### config.mk
export PLATFORM = sky130hd
export DESIGN_NAME = tick_timebase_with_soft_watchdog_unit
export DESIGN_NICKNAME = d
export VERILOG_FILES = /design/src/design/tbw_pkg.sv /design/src/design/tick_timebase_with_soft_watchdog_unit.sv /design/src/design/tbw_csr.sv /design/src/design/tbw_core.sv
export SDC_FILE = /design/constraint.sdc
export NUM_CORES = 1
export LEC_CHECK = 0
export BUFFER_PORTS_ARGS = -buffer_cell sky130_fd_sc_hd__buf_2
export CAP_MARGIN = 20
export CORE_MARGIN = 2
export CORE_UTILIZATION = 55
export DETAILED_ROUTE_END_ITERATION = 10
export PLACE_DENSITY_LB_ADDON = 0.25
export SKIP_CTS_REPAIR_TIMING = 1
export SYNTH_ARGS = -nofsm -noshare
export SYNTH_HDL_FRONTEND = slang
export SYNTH_SLANG_ARGS = --single-unit
### constraint.sdc
create_clock -name clock -period 14.15 [get_ports clock]
set_clock_uncertainty 0.05 [all_clocks]
set_input_delay 1.415 -clock clock [delete_from_list [all_inputs] [get_ports clock]]
set_output_delay 1.415 -clock clock [all_outputs]
set_load 0.01 [all_outputs]
### src/design/tbw_pkg.sv
package tbw_pkg;

   // Command codes carried on the request channel
   localparam logic [1:0] CMD_TICK = 2'd0;
   localparam logic [1:0] CMD_BEEP = 2'd1;
   localparam logic [1:0] CMD_KICK = 2'd2;

   // Configuration register indexes
   localparam int CSR_INDEX_W = 3;
   localparam logic [CSR_INDEX_W-1:0] CSR_TICK_PERIOD  = 3'd0;
   localparam logic [CSR_INDEX_W-1:0] CSR_TICKS_PER_S  = 3'd1;
   localparam logic [CSR_INDEX_W-1:0] CSR_WDOG_LIMIT   = 3'd2;
   localparam logic [CSR_INDEX_W-1:0] CSR_WDOG_ENABLE  = 3'd3;
   localparam logic [CSR_INDEX_W-1:0] CSR_EVENT_AGE_MAX = 3'd4;
   localparam int CSR_DATA_W = 32;

   // Register reset values
   localparam logic [7:0]  TICK_PERIOD_RST   = 8'd10;
   localparam logic [7:0]  TICKS_PER_S_RST   = 8'd100;
   localparam logic [15:0] WDOG_LIMIT_RST    = 16'd1200;
   localparam logic        WDOG_ENABLE_RST   = 1'b1;
   localparam logic [31:0] EVENT_AGE_MAX_RST = 32'hFFFF_FFFF;

   typedef struct packed {
      logic [7:0]  tick_period_ms;
      logic [7:0]  ticks_per_second;
      logic [15:0] watchdog_limit_s;
      logic        watchdog_enable;
      logic [31:0] event_age_max_s;
   } cfg_type;

   typedef struct packed {
      logic        valid;
      logic [1:0]  cmd;
      logic [15:0] beep_duration_ms;
      logic        event_seen;
   } step_type;

   typedef struct packed {
      logic [15:0] millis_now;
      logic [15:0] seconds_now;
      logic [31:0] uptime_s;
      logic [31:0] event_age_s;
      logic        buzzer_active;
      logic        reset_request;
   } result_type;

endpackage

### src/design/tick_timebase_with_soft_watchdog_unit.sv
// Channel  Handshake              Payload
// req      req_valid / req_stall  cmd, beep_duration_ms, event_seen
// rsp      rsp_valid / rsp_stall  millis_now, seconds_now, uptime_s, event_age_s,
//                                 buzzer_active, reset_request
// csr      csr_valid / csr_ready  csr_index, csr_data
//
// One request word is taken every clock cycle unless req_stall is high; each word
// gives one response word, carried through the input register and then the state
// update that loads the result register.
// Reset (synchronous, active high) clears all counters and the beep, and loads
// the configuration registers with their defaults.
// A response stall holds a valid result register; the input register then holds
// and req_stall rises only while it carries a word that cannot move on.
module tick_timebase_with_soft_watchdog_unit (
   input  logic                              clock,
   input  logic                              reset,

   input  logic                              req_valid,
   output logic                              req_stall,
   input  logic [1:0]                        req_cmd,
   input  logic [15:0]                       req_beep_duration_ms,
   input  logic                              req_event_seen,

   output logic                              rsp_valid,
   input  logic                              rsp_stall,
   output logic [15:0]                       rsp_millis_now,
   output logic [15:0]                       rsp_seconds_now,
   output logic [31:0]                       rsp_uptime_s,
   output logic [31:0]                       rsp_event_age_s,
   output logic                              rsp_buzzer_active,
   output logic                              rsp_reset_request,

   input  logic                              csr_valid,
   output logic                              csr_ready,
   input  logic [tbw_pkg::CSR_INDEX_W-1:0]   csr_index,
   input  logic [tbw_pkg::CSR_DATA_W-1:0]    csr_data
);

   tbw_pkg::cfg_type    cfg;
   tbw_pkg::step_type   step_ff;
   tbw_pkg::result_type result;
   logic                take;

   // Registers accept a write in any cycle; writes must arrive only while idle, which the block does not enforce.
   assign csr_ready = 1'b1;

   tbw_csr u_csr (
      .clock     (clock),
      .reset     (reset),
      .csr_valid (csr_valid),
      .csr_index (csr_index),
      .csr_data  (csr_data),
      .cfg       (cfg)
   );

   // Hold the input word while the core cannot take it.
   assign req_stall = step_ff.valid && !take;

   // Valid is reset; the payload needs no reset and loads with each accepted word.
   always_ff @(posedge clock) begin
      if (reset) begin
         step_ff.valid <= 1'b0;
      end else if (!req_stall) begin
         step_ff.valid <= req_valid;
      end
      if (req_valid && !req_stall) begin
         step_ff.cmd              <= req_cmd;
         step_ff.beep_duration_ms <= req_beep_duration_ms;
         step_ff.event_seen       <= req_event_seen;
      end
   end

   tbw_core u_core (
      .clock     (clock),
      .reset     (reset),
      .cfg       (cfg),
      .step      (step_ff),
      .take      (take),
      .out_valid (rsp_valid),
      .out_stall (rsp_stall),
      .result    (result)
   );

   assign rsp_millis_now    = result.millis_now;
   assign rsp_seconds_now   = result.seconds_now;
   assign rsp_uptime_s      = result.uptime_s;
   assign rsp_event_age_s   = result.event_age_s;
   assign rsp_buzzer_active = result.buzzer_active;
   assign rsp_reset_request = result.reset_request;

endmodule

### src/design/tbw_csr.sv
module tbw_csr (
   input  logic                                clock,
   input  logic                                reset,
   input  logic                                csr_valid,
   input  logic [tbw_pkg::CSR_INDEX_W-1:0]     csr_index,
   input  logic [tbw_pkg::CSR_DATA_W-1:0]      csr_data,
   output tbw_pkg::cfg_type                    cfg
);

   tbw_pkg::cfg_type cfg_ff;
   tbw_pkg::cfg_type cfg_in;

   always_comb begin
      cfg_in = cfg_ff;
      if (csr_valid) begin
         unique case (csr_index)
            tbw_pkg::CSR_TICK_PERIOD:   cfg_in.tick_period_ms   = csr_data[7:0];
            tbw_pkg::CSR_TICKS_PER_S:   cfg_in.ticks_per_second = csr_data[7:0];
            tbw_pkg::CSR_WDOG_LIMIT:    cfg_in.watchdog_limit_s = csr_data[15:0];
            tbw_pkg::CSR_WDOG_ENABLE:   cfg_in.watchdog_enable  = csr_data[0];
            tbw_pkg::CSR_EVENT_AGE_MAX: cfg_in.event_age_max_s  = csr_data[31:0];
            default: ;
         endcase
      end
   end

   always_ff @(posedge clock) begin
      if (reset) begin
         cfg_ff.tick_period_ms   <= tbw_pkg::TICK_PERIOD_RST;
         cfg_ff.ticks_per_second <= tbw_pkg::TICKS_PER_S_RST;
         cfg_ff.watchdog_limit_s <= tbw_pkg::WDOG_LIMIT_RST;
         cfg_ff.watchdog_enable  <= tbw_pkg::WDOG_ENABLE_RST;
         cfg_ff.event_age_max_s  <= tbw_pkg::EVENT_AGE_MAX_RST;
      end else begin
         cfg_ff <= cfg_in;
      end
   end

   assign cfg = cfg_ff;

endmodule

### src/design/tbw_core.sv
module tbw_core (
   input  logic                 clock,
   input  logic                 reset,
   input  tbw_pkg::cfg_type     cfg,
   input  tbw_pkg::step_type    step,
   output logic                 take,
   output logic                 out_valid,
   input  logic                 out_stall,
   output tbw_pkg::result_type  result
);

   logic [7:0]  divider_ff,   divider_in;
   logic [15:0] millis_ff,    millis_in;
   logic [15:0] seconds_ff,   seconds_in;
   logic [31:0] uptime_ff,    uptime_in;
   logic [31:0] age_ff,       age_in;
   logic [15:0] wdog_ff,      wdog_in;
   logic        beep_on_ff,   beep_on_in;
   logic [15:0] beep_left_ff, beep_left_in;
   logic        out_valid_ff;
   tbw_pkg::result_type result_ff, result_in;

   logic [7:0]  divider_inc;
   logic        second_done;
   logic        request;
   logic [15:0] period_ext;

   assign take = step.valid && (!out_valid_ff || !out_stall);

   assign period_ext  = {8'd0, cfg.tick_period_ms};
   assign divider_inc = divider_ff + 8'd1;
   assign second_done = divider_inc >= cfg.ticks_per_second;

   always_comb begin
      divider_in   = divider_ff;
      millis_in    = millis_ff;
      seconds_in   = seconds_ff;
      uptime_in    = uptime_ff;
      age_in       = age_ff;
      wdog_in      = wdog_ff;
      beep_on_in   = beep_on_ff;
      beep_left_in = beep_left_ff;
      request      = 1'b0;
      case (step.cmd)
         tbw_pkg::CMD_TICK: begin
            if (beep_on_ff) begin
               if (beep_left_ff >= period_ext) begin
                  beep_left_in = beep_left_ff - period_ext;
               end else begin
                  beep_left_in = 16'd0;
                  beep_on_in   = 1'b0;
               end
            end
            millis_in = millis_ff + period_ext;
            if (second_done) begin
               divider_in = 8'd0;
               seconds_in = seconds_ff + 16'd1;
               uptime_in  = uptime_ff + 32'd1;
               wdog_in    = wdog_ff + 16'd1;
               request    = cfg.watchdog_enable && (wdog_in > cfg.watchdog_limit_s);
               if (step.event_seen && (age_ff < cfg.event_age_max_s)) begin
                  age_in = age_ff + 32'd1;
               end
            end else begin
               divider_in = divider_inc;
            end
         end
         tbw_pkg::CMD_BEEP: begin
            beep_on_in   = 1'b1;
            beep_left_in = step.beep_duration_ms;
         end
         tbw_pkg::CMD_KICK: begin
            wdog_in = 16'd0;
         end
         default: ;
      endcase
   end

   always_comb begin
      result_in.millis_now    = millis_in;
      result_in.seconds_now   = seconds_in;
      result_in.uptime_s      = uptime_in;
      result_in.event_age_s   = age_in;
      result_in.buzzer_active = beep_on_in;
      result_in.reset_request = request;
   end

   always_ff @(posedge clock) begin
      if (reset) begin
         divider_ff   <= 8'd0;
         millis_ff    <= 16'd0;
         seconds_ff   <= 16'd0;
         uptime_ff    <= 32'd0;
         age_ff       <= 32'd0;
         wdog_ff      <= 16'd0;
         beep_on_ff   <= 1'b0;
         beep_left_ff <= 16'd0;
         out_valid_ff <= 1'b0;
      end else begin
         if (take) begin
            divider_ff   <= divider_in;
            millis_ff    <= millis_in;
            seconds_ff   <= seconds_in;
            uptime_ff    <= uptime_in;
            age_ff       <= age_in;
            wdog_ff      <= wdog_in;
            beep_on_ff   <= beep_on_in;
            beep_left_ff <= beep_left_in;
            out_valid_ff <= 1'b1;
         end else if (!out_stall) begin
            out_valid_ff <= 1'b0;
         end
      end
   end

   always_ff @(posedge clock) begin
      if (take) begin
         result_ff <= result_in;
      end
   end

   assign out_valid = out_valid_ff;
   assign result    = result_ff;

endmodule
==> results of run 1 <==
==> through the flow <==
| stage | hold slack, ns | cell area (um2) | worst slack (ns) | total power (W) | util, % |
|---|---|---|---|---|---|
| finish | 0.405 | 18200 | 10.00 | 0.00201 | 63.5 |
| global placement | 0.394 | 17000 | 9.86 | 0.00113 | 59.3 |
| floorplan | 0.386 | 16000 | 8.39 | 0.00108 | - |
| CTS | 0.406 | 18100 | 10.02 | 0.00202 | 63.3 |
| detailed placement | 0.399 | 17000 | 9.78 | 0.00113 | 59.3 |
| global route | 0.427 | 18200 | 9.73 | 0.00207 | 63.5 |
==> state kept, by name, indices dropped and copies added, names as in the netlist, 20 cells and up <==
signal            flops
u_core.result        98
u_csr.cfg            65
u_core.age_ff        32
u_core.uptime_ff     32
step_ff              20
==> cells by family after synthesis <==
| group | Yosys count | synth area share, % |
|---|---|---|
| other | 1 | 0.0235 |
| buffers and inverters | 169 | 4.23 |
| flip-flops | 321 | 47.6 |
| AND/OR/NAND/NOR | 678 | 20.7 |
| XOR/XNOR | 149 | 8.18 |
| AO/OA/AOI/OAI | 315 | 12.1 |
| adder cells (fa/ha/maj) | 78 | 6.21 |
| multiplexers | 13 | 0.894 |
==> area by class of cell <==
type                            count  share of cell area (%)
Clock inverter                     11                   0.592
Inverter                           88                    1.83
Multi-Input combinational cell   1234                    42.4
Timing Repair Buffer              172                    5.07
Sequential cell                   321                    41.8
Clock buffer                       52                    5.69
Tap cell                          384                    2.64
==> cells in the mapped netlist (all sizes together) (3+ instances only) <==
library cell,count,area (um2)
mux2i,3,30.0
a221oi,6,52.6
mux2,10,113
edfxtp,117,3510
o21a,10,75.1
ha,76,951
and4,9,78.8
nor4,29,196
or4,12,97.6
xor2,63,552
a21o,11,82.6
buf,9,53.8
nand2,214,803
and3,28,181
dfxtp,204,4080
nor3,55,292
o211ai,46,345
a31oi,6,37.5
and2,7,43.8
a22o,5,43.8
o21ai,78,390
nand3b,4,30.0
nor2,141,534
o21bai,3,22.5
o31ai,10,75.1
nand3,75,380
or2,12,75.1
or3,40,250
nand2b,7,43.8
nor2b,15,93.8
a21oi,109,546
clkbuf,72,290
nand4,26,178
a211oi,10,75.1
inv,88,330
xnor2,86,753
==> layer usage <==
metal / global-route usage [%] / routed length, um / vias to the layer above
met5: 0 / 0 / -
li1: - / - / 6346
met2: 37.5 / 16200 / 396
met4: 6.65 / 796 / 0
met3: 2.95 / 2180 / 63
met1: 32.8 / 16900 / 5960
==> power by group <==
| part | switching [W] | internal, W | total, W | leakage [nW] |
|---|---|---|---|---|
| sequential | 0.0000105 | 0.000981 | 0.000992 | 2.72 |
| combinational | 0.0000784 | 0.0000402 | 0.000119 | 3.96 |
| clock | 0.000357 | 0.000543 | 0.000899 | 0.554 |
==> worst paths after layout <==
check	startpoint	endpoint	depth (start not counted)
max	u_core.divider_ff[0]	u_core.result[3]	11
min	u_csr.cfg[48]	u_csr.cfg[48]	2
max reg2reg	u_core.divider_ff[0]	u_core.result[3]	11
min reg2reg	u_csr.cfg[48]	u_csr.cfg[48]	2
==> worst min-delay path, stage by stage, from the launching register on <==
cell     delay (ns)
dfxtp_1        0.31
nand2_1        0.05
a21oi_1        0.05
==> flow_summary.ini, run 1 <==
[timing]
max_clock_freq_ghz = 0.241
fin_tns_setup_ns = 0
hold_violations = 0
period_minus_slack_ns = 4.15
slew-limit-headroom_pct = 31.3
period_share_pct = 29.3
tightest_slew_ns = 1.03
rsz0062_at_grt = no
setup_violations = 0
final_max_slew_viol_count = 0

[power_and_ir_drop]
p_per_area_nw_per_um2 = 111
leakagePower_nw = 7.23
peakVddDrop_v = 0.0000936

[clock_network]
cts_buffers = 35
cts_tree = yes
clock-root-buffer = clkbuf_16
h-tree-depth = 2
clk_latency_ns = 0.51
clkTransAtPathRegs_ns = 0.06
clock_path_buffers = 3
cts_sinks = 321

[floorplanning]
dieWidth_um = 174
io_pins = 160
start_util_pct = 55.8
rows = 62
coreArea_um2 = 28600
die_area_um2 = 30400
die_y_um = 174

[layout]
final_common_cell = nand2_1
layout_common_cells = nand2_1, dfxtp_1, buf_2
fill_cells = 2406
drive_gt1_share_pct = 14.0
multiInputGateArea_um2 = 7700
diodes = 0
area_growth_pct = 13.9
ff_latch_area_um2 = 7600
stdcell_count = 2262
nNetsFinal = 1989

[run_status]
status = finished, final reports clean

[placement]
placed_cells = 2196
gp_congestion = 0.881
dp_hpwl_mm = 24.6
io_buffer_count = 158

[grt]
grt_max_degree = 76
antenna_found_initial = 0
grt_usage_pct = 23.2
grt.overflow.total = 0
grt_pass1_wl_mm = 58.4
grt_pass1_vias = 11800

[critical_path]
start_kind = flip-flop
cp.buffers_inverters = 0
worst_path_max_delay_cell = nand3_1
cp_slowest_stage_delay_ns = 0.70
path_max_fanout = 23
required_ns = 14.35
cp_data_arrival_time_ns = 4.35
crit_family = simple AND/OR/NAND/NOR gates
worstSetupPathType = reg -> reg
end_kind = flip-flop
r2r_slack_ns = 10.00
path_cells = ha_1 -> nand3_1 -> nor2_1 -> xor2_1 -> ha_1 -> or3_1 -> o211ai_1 -> o2bb2ai_1 -> or2_2 -> nand3_1 -> mux2_2

[detailed_routing]
vias = 12800
dr.pass1.iters = 7
drc = 0
drtIter0Drc = 1141
routed_wl_mm = 36.1
vias_per_cell = 5.64
routedWlPerCell_um = 15.9
ant_nets = 0

[logic_synthesis]
syn_nets = 1861
netlist_instances = 1724
yosysWarnings = 0
synth_area_um2 = 16000
yosysSeqAreaShare_pct = 47.6
synth-edff-count = 117
synth_cell_type_count = 71
ys_seq_elements = 321
synth-async-reset-ratio_pct = 0
synth.avg_cell_area_um2 = 9.26
synth_top_flop_cell = dfxtp_1

[run]
max_cap_violations = 0

[worst_hold_path]
hp-class = reg -> reg
Note: power is estimated with default switching activity, not from simulation.
==> run 2: changes to the inputs <==
Clock period 14.15 ns to 4.1 ns, I/O delays scaled along.
==> flow_summary.ini, run 2 (synthesis results as in run 1) <==
[power_and_ir_drop]
peakVddDrop_v = 0.000340
leakagePower_nw = 7.25
p_per_area_nw_per_um2 = 375

[clock_network]
cts_sinks = 321
cts_tree = yes
clkTransAtPathRegs_ns = 0.06
h-tree-depth = 2
clock_path_buffers = 3
cts_buffers = 35
clock-root-buffer = clkbuf_16
clk_latency_ns = 0.51

[detailed_routing]
vias = 12900
ant_nets = 0
dr.pass1.iters = 7
routed_wl_mm = 36.0
routedWlPerCell_um = 15.9
vias_per_cell = 5.66
drc = 0
drtIter0Drc = 1024

[critical_path]
end_kind = flip-flop
path_cells = and3_1 -> and3_1 -> nand3_1 -> xnor2_1 -> ha_1 -> or3_1 -> o211ai_1 -> o2bb2ai_1 -> nor2_4 -> nor4_1 -> nand3_1 -> xnor2_1
rr_startpoint = u_core.divider_ff[2]
reg2regPathDepth = 12
worstSetupPathType = reg -> reg
crit_family = simple AND/OR/NAND/NOR gates
r2r_slack_ns = 0.44
cp_slowest_stage_delay_ns = 0.75
path_max_fanout = 12
crit_start = u_core.divider_ff[2]
crit_cells = 12
cp_data_arrival_time_ns = 3.87
cp.buffers_inverters = 0
worst_path_max_delay_cell = nor4_1
cp-endpoint = u_core.result[60]
r2r-end = u_core.result[60]
required_ns = 4.31
start_kind = flip-flop

[grt]
antenna_found_initial = 0
grt-busiest-layer = met2
grt_max_degree = 65
met2_usage_pct = 38.1
grt_pass1_vias = 11900
grt_usage_pct = 23.5
use_met3_pct = 3.96
grt.overflow.total = 0
grt_use_met1_pct = 32.4
grt_pass1_wl_mm = 59.1

[timing]
max_clock_freq_ghz = 0.273
tightest_slew_ns = 0.996
hold_violations = 0
setup_violations = 0
fin_tns_setup_ns = 0
final_max_slew_viol_count = 0
period_share_pct = 89.2
slew-limit-headroom_pct = 33.6
rsz0062_at_grt = no
period_minus_slack_ns = 3.66

[worst_hold_path]
hp-class = in -> reg

[run_status]
status = finished, final reports clean

[layout]
layout_common_cells = nand2_1, dfxtp_1, buf_2
final_common_cell = nand2_1
largest_reg_flops = 98
area_growth_pct = 13.7
nNetsFinal = 1998
drive_gt1_share_pct = 14.3
final_area_um2 = 18200
diodes = 0

[placement]
gp_congestion = 0.882
dp_hpwl_mm = 25.4
io_buffer_count = 158
place_area_um2 = 17100

[floorplanning]
die_y_um = 174
io_pins = 160
dieWidth_um = 174
coreArea_um2 = 28600
die_area_um2 = 30400
start_util_pct = 55.8
rows = 62

[run]
max_cap_violations = 0
## run 2: worst min path at each step
stage / from / to / slack [ns] / cells past startpoint
2_1_floorplan: u_csr.cfg[34] / u_csr.cfg[34] / 0.39 / 2
3_3_place_gp: u_csr.cfg[50] / u_csr.cfg[50] / 0.39 / 2
3_5_place_dp: u_csr.cfg[41] / u_csr.cfg[41] / 0.40 / 2
4_1_cts: req_beep_duration_ms[0] / step_ff[1] / 0.007 / 1
5_1_grt: req_beep_duration_ms[5] / step_ff[6] / 0.006 / 1
6_report: req_beep_duration_ms[14] / step_ff[15] / 0.02 / 1
## run 2: final cells by class
type	instances	area [um2]
clock buffers	53	995
clock inverters	9	77.6
fillers	2388	10500
inverters	88	333
multi-input cells	1234	7700
flip-flops and latches	321	7600
well taps	384	480
repair buffers	181	966
## run 2: routing by layer
| metal | vias to the layer above | share of wire [%] |
|---|---|---|
| met5 | - | 0 |
| met4 | 0 | 2.0 |
| met3 | 54 | 6.2 |
| met2 | 367 | 46 |
| met1 | 6063 | 46 |
| li1 | 6367 | - |
## run 2: worst reg2reg max path, stage by stage (launching register included)
cell,delay [ns]
dfxtp_1,0.44
and3_1,0.21
and3_1,0.24
nand3_1,0.13
xnor2_1,0.21
ha_1,0.23
or3_1,0.12
o211ai_1,0.14
o2bb2ai_1,0.39
nor2_4,0.14
nor4_1,0.75
nand3_1,0.19
xnor2_1,0.16
## run 2: power breakdown
part           total (W)  switching [W]  internal, W
registers        0.00342      0.0000369      0.00339
logic           0.000415       0.000274     0.000141
clock network    0.00297        0.00123      0.00174
total            0.00681        0.00154      0.00527
## run 2: metrics by stage
step	worst slack (ns)	hold WS (ns)	total power, W	std cells	utilization (%)
global placement	0.534	0.394	0.00389	2207	59.6
finish	0.442	0.0226	0.00681	2270	63.4
global route	0.0278	0.00596	0.00703	2270	63.4
detailed placement	0.345	0.399	0.00390	2208	59.7
CTS	0.294	0.00741	0.00686	2270	63.4
floorplan	0.760	0.386	0.00374	1724	-
==> run 3: changes to the inputs <==
Settings changed: CORE_UTILIZATION 55 to 50, RECOVER_POWER from default to 50.
==> flow_summary.ini, run 3 (synthesis results as in run 1) <==
[run_status]
status = finished with violations
violations = capacitance limit, slew limit

[critical_path]
path_max_fanout = 12
crit_start = u_core.divider_ff[0]
end_kind = flip-flop
rr_startpoint = u_core.divider_ff[0]
cp_data_arrival_time_ns = 4.07
start_kind = flip-flop
worstSetupPathType = reg -> reg
required_ns = 4.48

[clock_network]
cts_sinks = 321
clock-root-buffer = clkbuf_16
clk_latency_ns = 0.52
cts_tree = yes
cts_buffers = 35
clkTransAtPathRegs_ns = 0.06
clock_path_buffers = 3
h-tree-depth = 2

[placement]
io_buffer_count = 158
gp_congestion = 0.868
dp_hpwl_mm = 25.5

[power_and_ir_drop]
switchingPower_w = 0.00162
intPower_w = 0.00535
p_per_area_nw_per_um2 = 384
leakagePower_nw = 7.00
peakVddDrop_v = 0.000312
pwr-share-clk_pct = 45.1
p_seq_share_pct = 49.1
swShare_pct = 23.2
pwr-share-comb_pct = 5.8

[timing]
whs_ns = 0.0174
setup_violations = 0
period_minus_slack_ns = 3.68
rsz0062_at_grt = no
max_clock_freq_ghz = 0.271
final_max_slew_viol_count = 39
slew-limit-headroom_pct = -11.5
tightest_slew_ns = 1.67
period_share_pct = 89.9
hold_violations = 0
fin_tns_setup_ns = 0

[floorplanning]
coreArea_um2 = 31500
io_pins = 160
dieWidth_um = 183
die_y_um = 183
die_area_um2 = 33400
rows = 65
start_util_pct = 50.7

[grt]
antenna_found_initial = 1
grt_usage_pct = 22.0
grt_use_met1_pct = 31.3
grt-busiest-layer = met2
grt.overflow.total = 0
grt_max_degree = 146
grt_pass1_vias = 12000
use_met3_pct = 2.79
met2_usage_pct = 35.7
grt_pass1_wl_mm = 60.3

[worst_hold_path]
min_from = req_beep_duration_ms[7]
hp-class = in -> reg

[detailed_routing]
drtIter0Drc = 967
vias_per_cell = 5.56
dr.pass1.iters = 5
vias = 12700
drc = 0
routed_wl_mm = 36.9
routedWlPerCell_um = 16.1
ant_nets = 0

[layout]
final_util_pct = 57.6
nNetsFinal = 1999
drive_gt1_share_pct = 8.95
area_growth_pct = 13.5
final_common_cell = nand2_1
largest_reg_flops = 98
layout_common_cells = nand2_1, dfxtp_1, nor2_1

[run]
max_cap_violations = 1
[run 3: cell types whose count changed in the layout (fill, tap and decap cells not counted), sizes merged]
| cell | previous run | this run |
|---|---|---|
| buf | 181 | 72 |
| clkbuf | 53 | 152 |
| inv | 89 | 94 |
| clkinv | 7 | 10 |
| bufinv | 1 | 3 |
| clkinvlp | 0 | 2 |
| diode | 0 | 1 |
[run 3: power groups by stage]
stage          Sequential [W]  Clock, W  Combinational [W]
3_5_place_dp          0.00349         0           0.000416
6_report              0.00342   0.00314           0.000404
3_3_place_gp          0.00349         0           0.000409
4_1_cts               0.00342   0.00320           0.000419
2_1_floorplan         0.00351         0           0.000230
5_1_grt               0.00343   0.00335           0.000450
[run 3: per-layer routing]
layer  vias up  routed length, um
met4         0                507
met1      5998              17500
met5         -                  0
met3        41               1950
met2       327              17000
li1       6377                  -
[run 3: path summary, 6_finish.rpt]
check | to | slack [ns] | depth (start not counted)
max | u_core.age_ff[25] | 0.42 | 14
min | step_ff[8] | 0.02 | 1
max reg2reg | u_core.age_ff[25] | 0.42 | 14
min reg2reg | u_csr.cfg[48] | 0.40 | 2
[run 3: stage by stage]
step           cells  worst slack (ns)  cell area [um2]  total power, W
6_report        2291             0.415            18100         0.00697
5_1_grt         2291             0.106            18100         0.00723
4_1_cts         2288             0.353            18300         0.00704
3_5_place_dp    2225             0.376            17100         0.00391
3_3_place_gp    2225             0.563            17100         0.00390
2_1_floorplan   1724             0.760            16000         0.00374
[run 3: cell type report]
cell class	instances	area, um2
Clock buffer	42	933
Sequential cell	321	7600
Antenna cell	1	2.50
Inverter	88	333
Fill cell	2788	13400
Multi-Input combinational cell	1234	7700
Timing Repair Buffer	182	851
Tap cell	402	503
Clock inverter	21	208
[run 3: critical path: stages (launching register included)]
cell and delay (ns):
dfxtp_1 0.41, ha_1 0.24, nand3_1 0.17, nor2_1 0.16, xor2_1 0.22, ha_1 0.22
or3_1 0.12, o211ai_1 0.15, o2bb2ai_1 0.39, or2_2 0.19, buf_4 0.20, nand4_1 0.30
buf_4 0.28, or3_1 0.35, a21oi_1 0.14
